--- src/rtl/bsb_pkg.sv ---
// Shared types, constants and arithmetic helpers of the bilinear scale and blend unit.
// Used by every module in rtl/ but bsb_ram; depends on nothing.
package bsb_pkg;

	// Field widths and fixed-point format.
	localparam int COORD_W = 8;
	localparam int CHAN_W = 8;
	localparam int SIZE_W = 9;
	localparam int FRAC = 8;
	localparam int ONE = 1 << FRAC;
	localparam int PIX_W = 3 * CHAN_W;

	// Source store geometry, banked by row and column parity.
	localparam int MAX_WIDTH = 256;
	localparam int MAX_HEIGHT = 256;
	localparam int XW = $clog2(MAX_WIDTH);
	localparam int YW = $clog2(MAX_HEIGHT);
	localparam int BANK_AW = (XW - 1) + (YW - 1);
	localparam int BANK_DEPTH = 1 << BANK_AW;
	localparam int NBANK = 4;

	// Coordinate mapping divider.
	localparam int PROD_W = COORD_W + SIZE_W;
	localparam int DIV_STEPS = 4;
	localparam int DIV_STAGES = (PROD_W + FRAC + DIV_STEPS - 1) / DIV_STEPS;
	localparam int WORK_W = DIV_STAGES * DIV_STEPS;
	localparam int IDX_W = WORK_W - FRAC;

	// Interpolation widths.
	localparam int H_W = CHAN_W + FRAC;

	// Queues.
	localparam int QDEPTH = 4;
	localparam int Q_AW = $clog2(QDEPTH);
	localparam int OUT_DEPTH = 32;
	localparam int OUT_AW = $clog2(OUT_DEPTH);

	typedef enum logic {
		KIND_LOAD  = 1'b0,
		KIND_BLEND = 1'b1
	} kind_t;

	typedef enum logic [1:0] {
		REG_SRC_W = 2'd0,
		REG_SRC_H = 2'd1,
		REG_DST_W = 2'd2,
		REG_DST_H = 2'd3
	} reg_idx_t;

	typedef struct packed {
		logic [SIZE_W-1:0] sw;
		logic [SIZE_W-1:0] sh;
		logic [SIZE_W-1:0] tw;
		logic [SIZE_W-1:0] th;
	} cfg_t;

	typedef struct packed {
		kind_t               kind;
		logic [COORD_W-1:0]  px;
		logic [COORD_W-1:0]  py;
		logic [PIX_W-1:0]    rgb;
	} in_t;

	typedef struct packed {
		in_t                 in;
		logic [PROD_W-1:0]   prod_x;
		logic [PROD_W-1:0]   prod_y;
	} item_t;

	typedef struct packed {
		logic [SIZE_W-1:0] rem;
		logic [WORK_W-1:0] work;
	} div_st_t;

	typedef struct packed {
		logic [COORD_W-1:0] p0;
		logic [COORD_W-1:0] p1;
		logic [FRAC-1:0]    f;
	} axis_t;

	// A size of zero acts as one; a size above the limit acts as the limit.
	function automatic logic [SIZE_W-1:0] clamp_size(logic [SIZE_W-1:0] v,
			logic [SIZE_W-1:0] lim);
		if (v == '0) return SIZE_W'(1);
		if (v > lim) return lim;
		return v;
	endfunction

	// One restoring division step: shift one dividend bit in, one quotient bit out.
	function automatic div_st_t div_step(div_st_t s, logic [SIZE_W-1:0] d);
		logic [SIZE_W:0] t;
		div_st_t r;
		t = {s.rem, s.work[WORK_W-1]};
		r.work = {s.work[WORK_W-2:0], 1'b0};
		if (t >= {1'b0, d}) begin
			r.rem = SIZE_W'(t - {1'b0, d});
			r.work[0] = 1'b1;
		end else begin
			r.rem = t[SIZE_W-1:0];
		end
		return r;
	endfunction

	// Split a scaled coordinate into neighbor indexes and fraction, clamped to the edge.
	function automatic axis_t map_axis(logic [WORK_W-1:0] q, logic [SIZE_W-1:0] n);
		logic [IDX_W-1:0]  i;
		logic [SIZE_W-1:0] last;
		logic [SIZE_W-1:0] p0w;
		logic [SIZE_W-1:0] nxt;
		axis_t r;
		i = q[WORK_W-1:FRAC];
		last = n - 1'b1;
		if (i >= IDX_W'(n)) begin
			p0w = last;
			r.f = '0;
		end else begin
			p0w = SIZE_W'(i);
			r.f = q[FRAC-1:0];
		end
		nxt = p0w + 1'b1;
		r.p0 = p0w[COORD_W-1:0];
		r.p1 = (nxt < n) ? nxt[COORD_W-1:0] : last[COORD_W-1:0];
		return r;
	endfunction

	// Horizontal weight: a*(1-f) + b*f, exact with FRAC fraction bits.
	function automatic logic [H_W-1:0] lerp_h(logic [CHAN_W-1:0] a, logic [CHAN_W-1:0] b,
			logic [FRAC-1:0] f);
		logic [FRAC:0]     w;
		logic [H_W:0]      pa;
		logic [H_W:0]      pb;
		w = (FRAC+1)'(ONE) - {1'b0, f};
		pa = (H_W+1)'(a) * (H_W+1)'(w);
		pb = (H_W+1)'(b) * (H_W+1)'(f);
		return H_W'(pa + pb);
	endfunction

	// Vertical weight, truncated back to FRAC fraction bits.
	function automatic logic [H_W-1:0] lerp_v(logic [H_W-1:0] a, logic [H_W-1:0] b,
			logic [FRAC-1:0] f);
		logic [FRAC:0]       w;
		logic [H_W+FRAC:0]   pa;
		logic [H_W+FRAC:0]   pb;
		logic [H_W+FRAC:0]   s;
		w = (FRAC+1)'(ONE) - {1'b0, f};
		pa = (H_W+FRAC+1)'(a) * (H_W+FRAC+1)'(w);
		pb = (H_W+FRAC+1)'(b) * (H_W+FRAC+1)'(f);
		s = pa + pb;
		return H_W'(s >> FRAC);
	endfunction

	// Floor of the average of the destination channel and the sampled value.
	function automatic logic [CHAN_W-1:0] blend(logic [CHAN_W-1:0] d, logic [H_W-1:0] v);
		logic [H_W:0] s;
		s = {1'b0, d, {FRAC{1'b0}}} + {1'b0, v};
		return s[H_W:FRAC+1];
	endfunction

	// Channel c of a packed pixel: 2 is red, 1 green, 0 blue.
	function automatic logic [CHAN_W-1:0] chan(logic [PIX_W-1:0] pix, int c);
		return pix[c*CHAN_W +: CHAN_W];
	endfunction

endpackage

--- src/rtl/bsb_front.sv ---
// Front end: accepts input items, forms the scaled coordinate products, and
// queues the items for the back end. Depends on bsb_pkg.
module bsb_front import bsb_pkg::*; (
	input  logic  clk,
	input  logic  arst_n,
	input  logic  push,
	output logic  full,
	input  in_t   in_item,
	input  cfg_t  cfg,
	output logic  q_valid,
	output item_t q_head,
	input  logic  q_pop
);

	logic            valid_s1;
	in_t             item_s1;
	item_t           new_item;
	item_t           mem_q [QDEPTH];
	logic [Q_AW-1:0] wr_q;
	logic [Q_AW-1:0] rd_q;
	logic [Q_AW:0]   cnt_q;
	logic            accept;

	// Room is reserved for the staged item as well as the incoming one.
	assign full = (32'(cnt_q) + 32'(valid_s1)) >= QDEPTH;
	assign accept = push && !full;

	always_ff @(posedge clk or negedge arst_n) begin
		if (!arst_n) begin
			valid_s1 <= 1'b0;
		end else begin
			valid_s1 <= accept;
		end
	end

	always_ff @(posedge clk) begin
		if (accept) begin
			item_s1 <= in_item;
		end
	end

	// Products of the destination position and the source size.
	always_comb begin
		new_item.in = item_s1;
		new_item.prod_x = PROD_W'(item_s1.px) * PROD_W'(cfg.sw);
		new_item.prod_y = PROD_W'(item_s1.py) * PROD_W'(cfg.sh);
	end

	// Short queue between front and back.
	always_ff @(posedge clk) begin
		if (valid_s1) begin
			mem_q[wr_q] <= new_item;
		end
	end

	always_ff @(posedge clk or negedge arst_n) begin
		if (!arst_n) begin
			wr_q <= '0;
			rd_q <= '0;
			cnt_q <= '0;
		end else begin
			if (valid_s1) begin
				wr_q <= wr_q + 1'b1;
			end
			if (q_pop) begin
				rd_q <= rd_q + 1'b1;
			end
			cnt_q <= cnt_q + (Q_AW+1)'(valid_s1) - (Q_AW+1)'(q_pop);
		end
	end

	assign q_valid = (cnt_q != '0);
	assign q_head = mem_q[rd_q];

`ifndef SYNTHESIS
	a_queue_room: assert property (@(posedge clk) disable iff (!arst_n)
		(valid_s1 && !q_pop) |-> (32'(cnt_q) < QDEPTH))
		else $error("front queue written while full");
`endif

endmodule

--- config.mk ---
export PLATFORM = sky130hd
export DESIGN_NAME = bsb_front
export DESIGN_NICKNAME = d
export VERILOG_FILES = /design/src/rtl/bsb_pkg.sv /design/src/rtl/bsb_front.sv
export SDC_FILE = /design/constraint.sdc
export NUM_CORES = 1
export LEC_CHECK = 0
export ABC_CLOCK_PERIOD_IN_PS = 9680
export CORE_ASPECT_RATIO = 1.1
export CORE_MARGIN = 1
export CORE_UTILIZATION = 35
export CTS_CLUSTER_DIAMETER = 100
export CTS_CLUSTER_SIZE = 16
export DETAILED_ROUTE_END_ITERATION = 16
export DONT_BUFFER_PORTS = 1
export GPL_TIMING_DRIVEN = 0
export PLACE_DENSITY = 0.51
export SYNTH_ARGS = -nofsm -noshare
export SYNTH_HDL_FRONTEND = slang
export SYNTH_SLANG_ARGS = --single-unit
--- constraint.sdc ---
create_clock -name clk -period 9.68 [get_ports clk]
set_input_delay 1.936 -clock clk [delete_from_list [all_inputs] [get_ports clk]]
set_output_delay 1.936 -clock clk [all_outputs]
set_load 0.05 [all_outputs]
# Word-level counts from Yosys, hierarchy flattened
# Memories as Yosys holds them, arrays and structs flattened.
# Cells that the tools add are included.
# op_classes
n_addsub	5
multipliers	2
order_cmp	1
n_mux	2
n_reduce_logical	3
# op_table
op	count
multiplier 8 x 9 -> 17 bit	2
adder 2 x 1 -> 2 bit, second input constant	2
adder 3 x 1 -> 4 bit	1
>= comparator 4 x 3 -> 1 bit, second input constant	1
adder 3 x 1 -> 3 bit	1
nonzero test 3 bit	1
subtractor 3 x 1 -> 3 bit	1
two-way mux 1 bit	2
logical AND 1 bit	1
zero test 1 bit	1
# totals
reg_bits	49
ramBits	300
input_bits	81
output_inout_bits	77
word_cells	22
n_memories	1
# mem_list
memory	words	word_bits	read_ports	rd_clocked_by_memory_dff	write_ports	line	source
mem_q	4	75	1	0	1	bsb_front.sv:18	item_t mem_q [QDEPTH];

# Depth between registers and ports, before layout
# Gate-level depths: netlist of run 1.
# depth
word_depth	4
depth_mapped	16

# Worst setup path before layout of run 1
# OpenSTA, ideal clock, no wires.
# synth_timing
kind	in2reg
startpoint	in cfg[25] (netlist bit)
endpoint	mem mem_q[0][16] (netlist bit) (data pin)
setup_time_ps	203
arrival_ps	5416
required_ps	9477
slack_ps	4061
stages	14
n_path_buf	0
path_cell_list	and2_1 > fa_1 > fa_1 > fa_1 > inv_1 > fa_1 > inv_1 > ha_1 > a21oi_1 > nor2_1 > a211oi_2 > o31ai_2 > and4_1 > nor3_1
# synth_lines
element	line	source
from (decl)	bsb_front.sv:9	input cfg_t cfg,
to (decl)	bsb_front.sv:18	

==> flow_metrics.tcl, run 1 <==
set metrics [dict create \
    status "finished, final reports clean" \
    layout_common_cells "341 x edfxtp_1, 127 x inv_1, 119 x and2_1" \
    final_cells 1729 \
    synth_fp_nets 1279 \
    clkSinkCount 349 \
    start_kind "primary input" \
    grt_max_degree 50 \
    gr-usage-all-layers_pct 14.6 \
    clock_skew_ns 0.0174 \
    cts_tree "built" \
    boundaryPins 158 \
    area_delta_synth_final_pct 9.86 \
    synth_edf_count 341 \
    hold_class "reg -> reg" \
    r2r_slack_ns 4.80 \
    cts_hold_buf 0 \
    maxCapViolations 0 \
    cp_max_fo 8 \
    antenna_found_initial 0 \
    ant_nets 0 \
    placed_cells 1683 \
    setup_violations 0 \
    cts_setup_buffers 0 \
    finalSetupTns_ns 0 \
    insertedDiodeCount 0 \
    firstDrtPassIters 4 \
    layout.area.seq_mm2 0.0104 \
    cp-end-kind "flop" \
    fmax_mhz 181 \
    ctsResizeCount 0 \
    drv_slew 0 \
    root_buffer "clkbuf_16" \
    place.gp.congestion 0.732 \
    rsz0062_at_grt "false" \
    die-area_mm2 0.0501 \
    yosysSeqAreaShare_pct 60.6 \
    yosysWarningCount 0 \
    nFillCells 4509 \
    synth_async_sr_flop_share_pct 2.29 \
    cts_buffers 25 \
    ys_seq_elements 349 \
    die_y_um 235 \
    numPortBuffers 0 \
    cp.required_ns 9.99 \
    crit_type "in -> reg" \
    place_hpwl_um 24000 \
    finalHoldViolCount 0 \
    syn-mean-instance-area_um2 16.7 \
    wire_per_inst_um 20.5 \
    min_period_ns 5.51 \
    clock_latency_ns 0.57 \
    cts-htree-levels 1 \
    clk_pin_slew_ns 0.07 \
    coreArea_mm2 0.0481 \
    start_util_pct 35.8 \
    cp_data_arrival_time_ns 5.82 \
    period_share_pct 57.0 \
    synth.distinct_cells 52 \
    ys.flop_type "edfxtp_1" \
    num_vias 8383 \
    drt-initial-drc-count 403 \
    drive_gt1_share_pct 11.7 \
    grt_pass1_wl_um 55000 \
    layout.nets 1312 \
    rows 84 \
    worst_pin_slew_ns 1.31 \
    post-route-drc-count 0 \
    cts_buffer_depth 3 \
    synthCells 1032 \
    syn_area_mm2 0.0172 \
    fp.dieW_um 213 \
    wl_um 35400 \
    slew_headroom_pct 12.5 \
    grt_overflow 0 \
    multiInputGateArea_mm2 0.00622 \
    final_common_cell "edfxtp_1" \
    avgViaCountPerCell 4.85 \
    grt_pass1_vias 9034 \
]
==> Yosys cell counts, types with 4 or more instances <==
library cell	count	area, um^2
a21o_1	5	37.5
a21oi_1	19	95.1
and2_1	123	769
buf_1	7	26.3
buf_2	7	35.0
clkbuf_1	5	18.8
dfrtp_1	8	200
edfxtp_1	341	10200
fa_1	85	1700
ha_1	81	1010
inv_1	127	477
mux4_2	75	1690
nand2_1	38	143
nand3_1	4	20.0
nor2_1	16	60.1
nor2b_1	8	50.1
o21ai_0	10	50.1
xnor2_1	15	131
xor2_1	11	96.3
==> routing by layer <==
layer	vias up	wire (um)	track usage, %
li1	3802	-	-
met1	4432	14300	17.8
met2	124	18800	26.4
met3	25	1760	2.82
met4	0	529	3.14
met5	-	0	0
==> state kept, by name (all words and copies together) (netlist names) <==
name	count
valid_s1	1
mem_q	300
rd_q	2
wr_q	2
item_s1	41
cnt_q	3
==> critical path, stage by stage <==
cell      delay [ns]
and2_1          0.14
fa_1            0.52
fa_1            0.54
fa_1            0.50
inv_1           0.05
fa_1            0.47
inv_1           0.04
ha_1            0.33
a21oi_1         0.20
nor2_1          0.07
a211oi_2        0.22
o31ai_2         0.17
and4_1          0.21
nor3_1          0.42
==> cells by family after synthesis <==
family,share of synthesized area [%]
flip-flops,60.6
AND/OR/NAND/NOR,6.99
adder cells (fa/ha/maj),15.8
buffers and inverters,3.32
multiplexers,9.87
AO/OA/AOI/OAI,2.09
XOR/XNOR,1.32
==> final timing paths <==
path	startpoint	end	depth (start not counted)
max in group asynchronous	arst_n	cnt_q[1]$_DFF_PN0_	0
hold reg to reg	item_s1[2]$_DFFE_PP_	mem_q[1][36]$_DFFE_PP_	0
setup / recovery	cfg[25]	mem_q[1][16]$_DFFE_PP_	14
min in group asynchronous	arst_n	rd_q[0]$_DFFE_PN0P_	0
setup reg to reg	item_s1[26]$_DFFE_PP_	mem_q[1][16]$_DFFE_PP_	14
hold / removal	item_s1[2]$_DFFE_PP_	mem_q[1][36]$_DFFE_PP_	0
==> through the flow <==
| step | setup WS, ns | utilization [%] | area, um^2 | hold slack [ns] |
|---|---|---|---|---|
| 3_3_place_gp | 3.48 | 37.4 | 18000 | 0.474 |
| 5_1_grt | 3.95 | 39.3 | 18900 | 0.522 |
| 6_report | 4.17 | 39.3 | 18900 | 0.498 |
| 3_5_place_dp | 3.57 | 37.8 | 18200 | 0.485 |
| 4_1_cts | 4.15 | 39.3 | 18900 | 0.498 |
| 2_1_floorplan | 4.06 | - | 17200 | 0.459 |
==> layout make-up <==
type / count / share of cell area (%)
flip-flops and latches: 349 / 55.2
inverters: 127 / 2.52
multi-input cells: 535 / 32.9
plain buffers: 21 / 0.503
well taps: 645 / 4.27
clock buffers: 45 / 3.76
repair buffers: 6 / 0.754
clock inverters: 1 / 0.106
Power of run 1 is left out: the tool's default activity adds up to more than one toggle a clock period on the data nets, which glitch-free logic cannot reach.
==> inputs of run 2 (changes only) <==
Settings changed: ABC_AREA set to 1, ABC_CLOCK_PERIOD_IN_PS 9680 to 5450.
Clock period 9.68 ns to 5.45 ns, I/O delays scaled along.
==> run 2 against run 1 <==
  * Final cell count increased by 36%
  * Non-clock buffer count is 62 higher
  * Count of clock-buffer cells in the layout shrank 10
  * Routed wire length is 22% higher
  * Die area grew 5.0%
==> flow_metrics.tcl, run 2 <==
set metrics [dict create \
    status "finished, final reports clean" \
    wl_um 43200 \
    hold_class "in -> async" \
    worst_pin_slew_ns 1.35 \
    fp.dieW_um 219 \
    cts_buffer_depth 3 \
    synth_async_sr_flop_share_pct 2.29 \
    setup_violations 0 \
    synth_area_leaders "edfxtp_1 57%, fa_1 9.4%, inv_1 6.1%" \
    syn-mean-instance-area_um2 11.0 \
    period_share_pct 84.0 \
    die-area_mm2 0.0526 \
    post-route-drc-count 0 \
    place_hpwl_um 30000 \
    crit_type "reg -> reg" \
    cts_tree "built" \
    grt_pass1_vias 11300 \
    synth_most_common_cell "edfxtp_1" \
    path_cells "clkbuf_1, nand2_1, fa_1, fa_1, inv_1, fa_1, inv_1, fa_1, inv_1, ha_1, nand2_1, inv_1, nand3_1, nand2_1, nand2_1, nand2_1, nand2_1, nand2_1" \
    boundaryPins 158 \
    clock_latency_ns 0.55 \
    synth_edf_count 341 \
    final_common_cell "edfxtp_1" \
    drv_slew 0 \
    ctsResizeCount 0 \
    largest_register_ffs 300 \
    cts-htree-levels 1 \
    synth_area_leader_cell "edfxtp_1" \
    cp_slowest_cell "fa_1" \
    nFillCells 4985 \
    cp-end-kind "flop" \
    gr-usage-all-layers_pct 16.8 \
    ant_nets 0 \
    wire_per_inst_um 18.4 \
    critical_path.max_stage_delay_ns 0.55 \
    die_y_um 240 \
    yosysWarningCount 0 \
    cp_data_arrival_time_ns 4.85 \
    fmax_mhz 219 \
    synthCells 1641 \
    cpMostUsedCell "nand2_1" \
    cts_hold_buf 0 \
    finalHoldViolCount 0 \
    cp_max_fo 9 \
    start_kind "flop" \
    num_vias 11200 \
    cts_buffers 26 \
    syn_area_mm2 0.0181 \
    area_delta_synth_final_pct 9.47 \
    crit_buf_inv 5 \
    path_delay_family "adder cells" \
    start_util_pct 35.4 \
    placed_cells 2313 \
    drive_gt1_share_pct 4.75 \
    r2r_slack_ns 0.87 \
    grt_pass1_wl_um 67100 \
    reg_top3 "mem_q (300), item_s1 (41), cnt_q (3)" \
    clk_pin_slew_ns 0.08 \
    clkSinkCount 349 \
    insertedDiodeCount 0 \
    synth.distinct_cells 29 \
    largest_register "mem_q" \
    coreArea_mm2 0.0512 \
    ys.flop_type "edfxtp_1" \
    ys_seq_elements 349 \
    drt-initial-drc-count 755 \
    numPortBuffers 0 \
    yosysSeqAreaShare_pct 57.7 \
    grt_max_degree 45 \
    slew_headroom_pct 11.5 \
    rsz0062_at_grt "false" \
    final_cells 2351 \
    rows 87 \
    clock_skew_ns 0.0115 \
    synth_top_area_share_pct 56.6 \
    firstDrtPassIters 5 \
    min_period_ns 4.58 \
    antenna_found_initial 1 \
    avgViaCountPerCell 4.75 \
    cp.required_ns 5.72 \
    finalSetupTns_ns 0 \
    cts_setup_buffers 0 \
    grt_overflow 0 \
    layout.nets 1921 \
    maxCapViolations 0 \
    place.gp.congestion 0.802 \
    synth_fp_nets 1888 \
    layout_common_cells "341 x edfxtp_1, 291 x inv_1, 264 x nand2_1" \
    synthTopCellsByCount "341 x edfxtp_1, 295 x inv_1, 264 x nand2_1, 186 x nor2_1, 117 x o21ai_0" \
    root_buffer "clkbuf_16" \
]
[run 2: final timing paths]
kind | from | endpoint | depth (start not counted)
hold reg to reg | item_s1[4]$_DFFE_PP_ | mem_q[3][38]$_DFFE_PP_ | 0
hold / removal | arst_n | cnt_q[1]$_DFF_PN0_ | 0
setup / recovery | item_s1[35]$_DFFE_PP_ | mem_q[2][33]$_DFFE_PP_ | 18
min in group clk | item_s1[4]$_DFFE_PP_ | mem_q[3][38]$_DFFE_PP_ | 0
max in group asynchronous | arst_n | rd_q[1]$_DFFE_PN0P_ | 0
setup reg to reg | item_s1[35]$_DFFE_PP_ | mem_q[2][33]$_DFFE_PP_ | 18
[run 2: cell families after synthesis]
kind of cell	synth area share [%]
buffers and inverters	8.69
AND/OR/NAND/NOR	10.3
XOR/XNOR	0.968
flip-flops	57.7
AO/OA/AOI/OAI	7.31
adder cells (fa/ha/maj)	15.0
[run 2: worst register-to-register path, cell delays in order (launching register included)]
cell      delay, ns
edfxtp_1       0.52
clkbuf_1       0.45
nand2_1        0.14
fa_1           0.51
fa_1           0.55
inv_1          0.06
fa_1           0.48
inv_1          0.05
fa_1           0.47
inv_1          0.04
ha_1           0.33
nand2_1        0.11
inv_1          0.04
nand3_1        0.07
nand2_1        0.12
nand2_1        0.12
nand2_1        0.06
nand2_1        0.06
nand2_1        0.12
[run 2: per-stage QoR]
stage	hold slack (ns)	setup WS (ns)	area (um^2)	utilization (%)
floorplan	0.459	0.845	18100	-
global placement	0.480	0.228	18900	37.0
detailed placement	0.483	0.366	19100	37.3
CTS	0.200	0.847	19800	38.7
global route	0.194	0.600	19800	38.7
finish	0.229	0.874	19800	38.7
[run 2: layout make-up]
type | instances | area [um^2] | share of cell area, %
clock buffers | 35 | 706 | 3.56
multi-input cells | 911 | 6090 | 30.7
inverters | 297 | 1130 | 5.69
clock inverters | 3 | 25.0 | 0.126
plain buffers | 84 | 455 | 2.30
repair buffers | 5 | 130 | 0.657
well taps | 667 | 835 | 4.21
flip-flops and latches | 349 | 10400 | 52.7
[run 2: metal layers]
metal | up-vias | routed length [um] | global-route usage (%)
met1 | 5505 | 19300 | 21.8
li1 | 5431 | - | -
met5 | - | 13 | 0
met4 | 2 | 640 | 3.28
met3 | 34 | 2420 | 3.64
met2 | 186 | 20900 | 28.6
Power of run 2 is left out for the same reason.
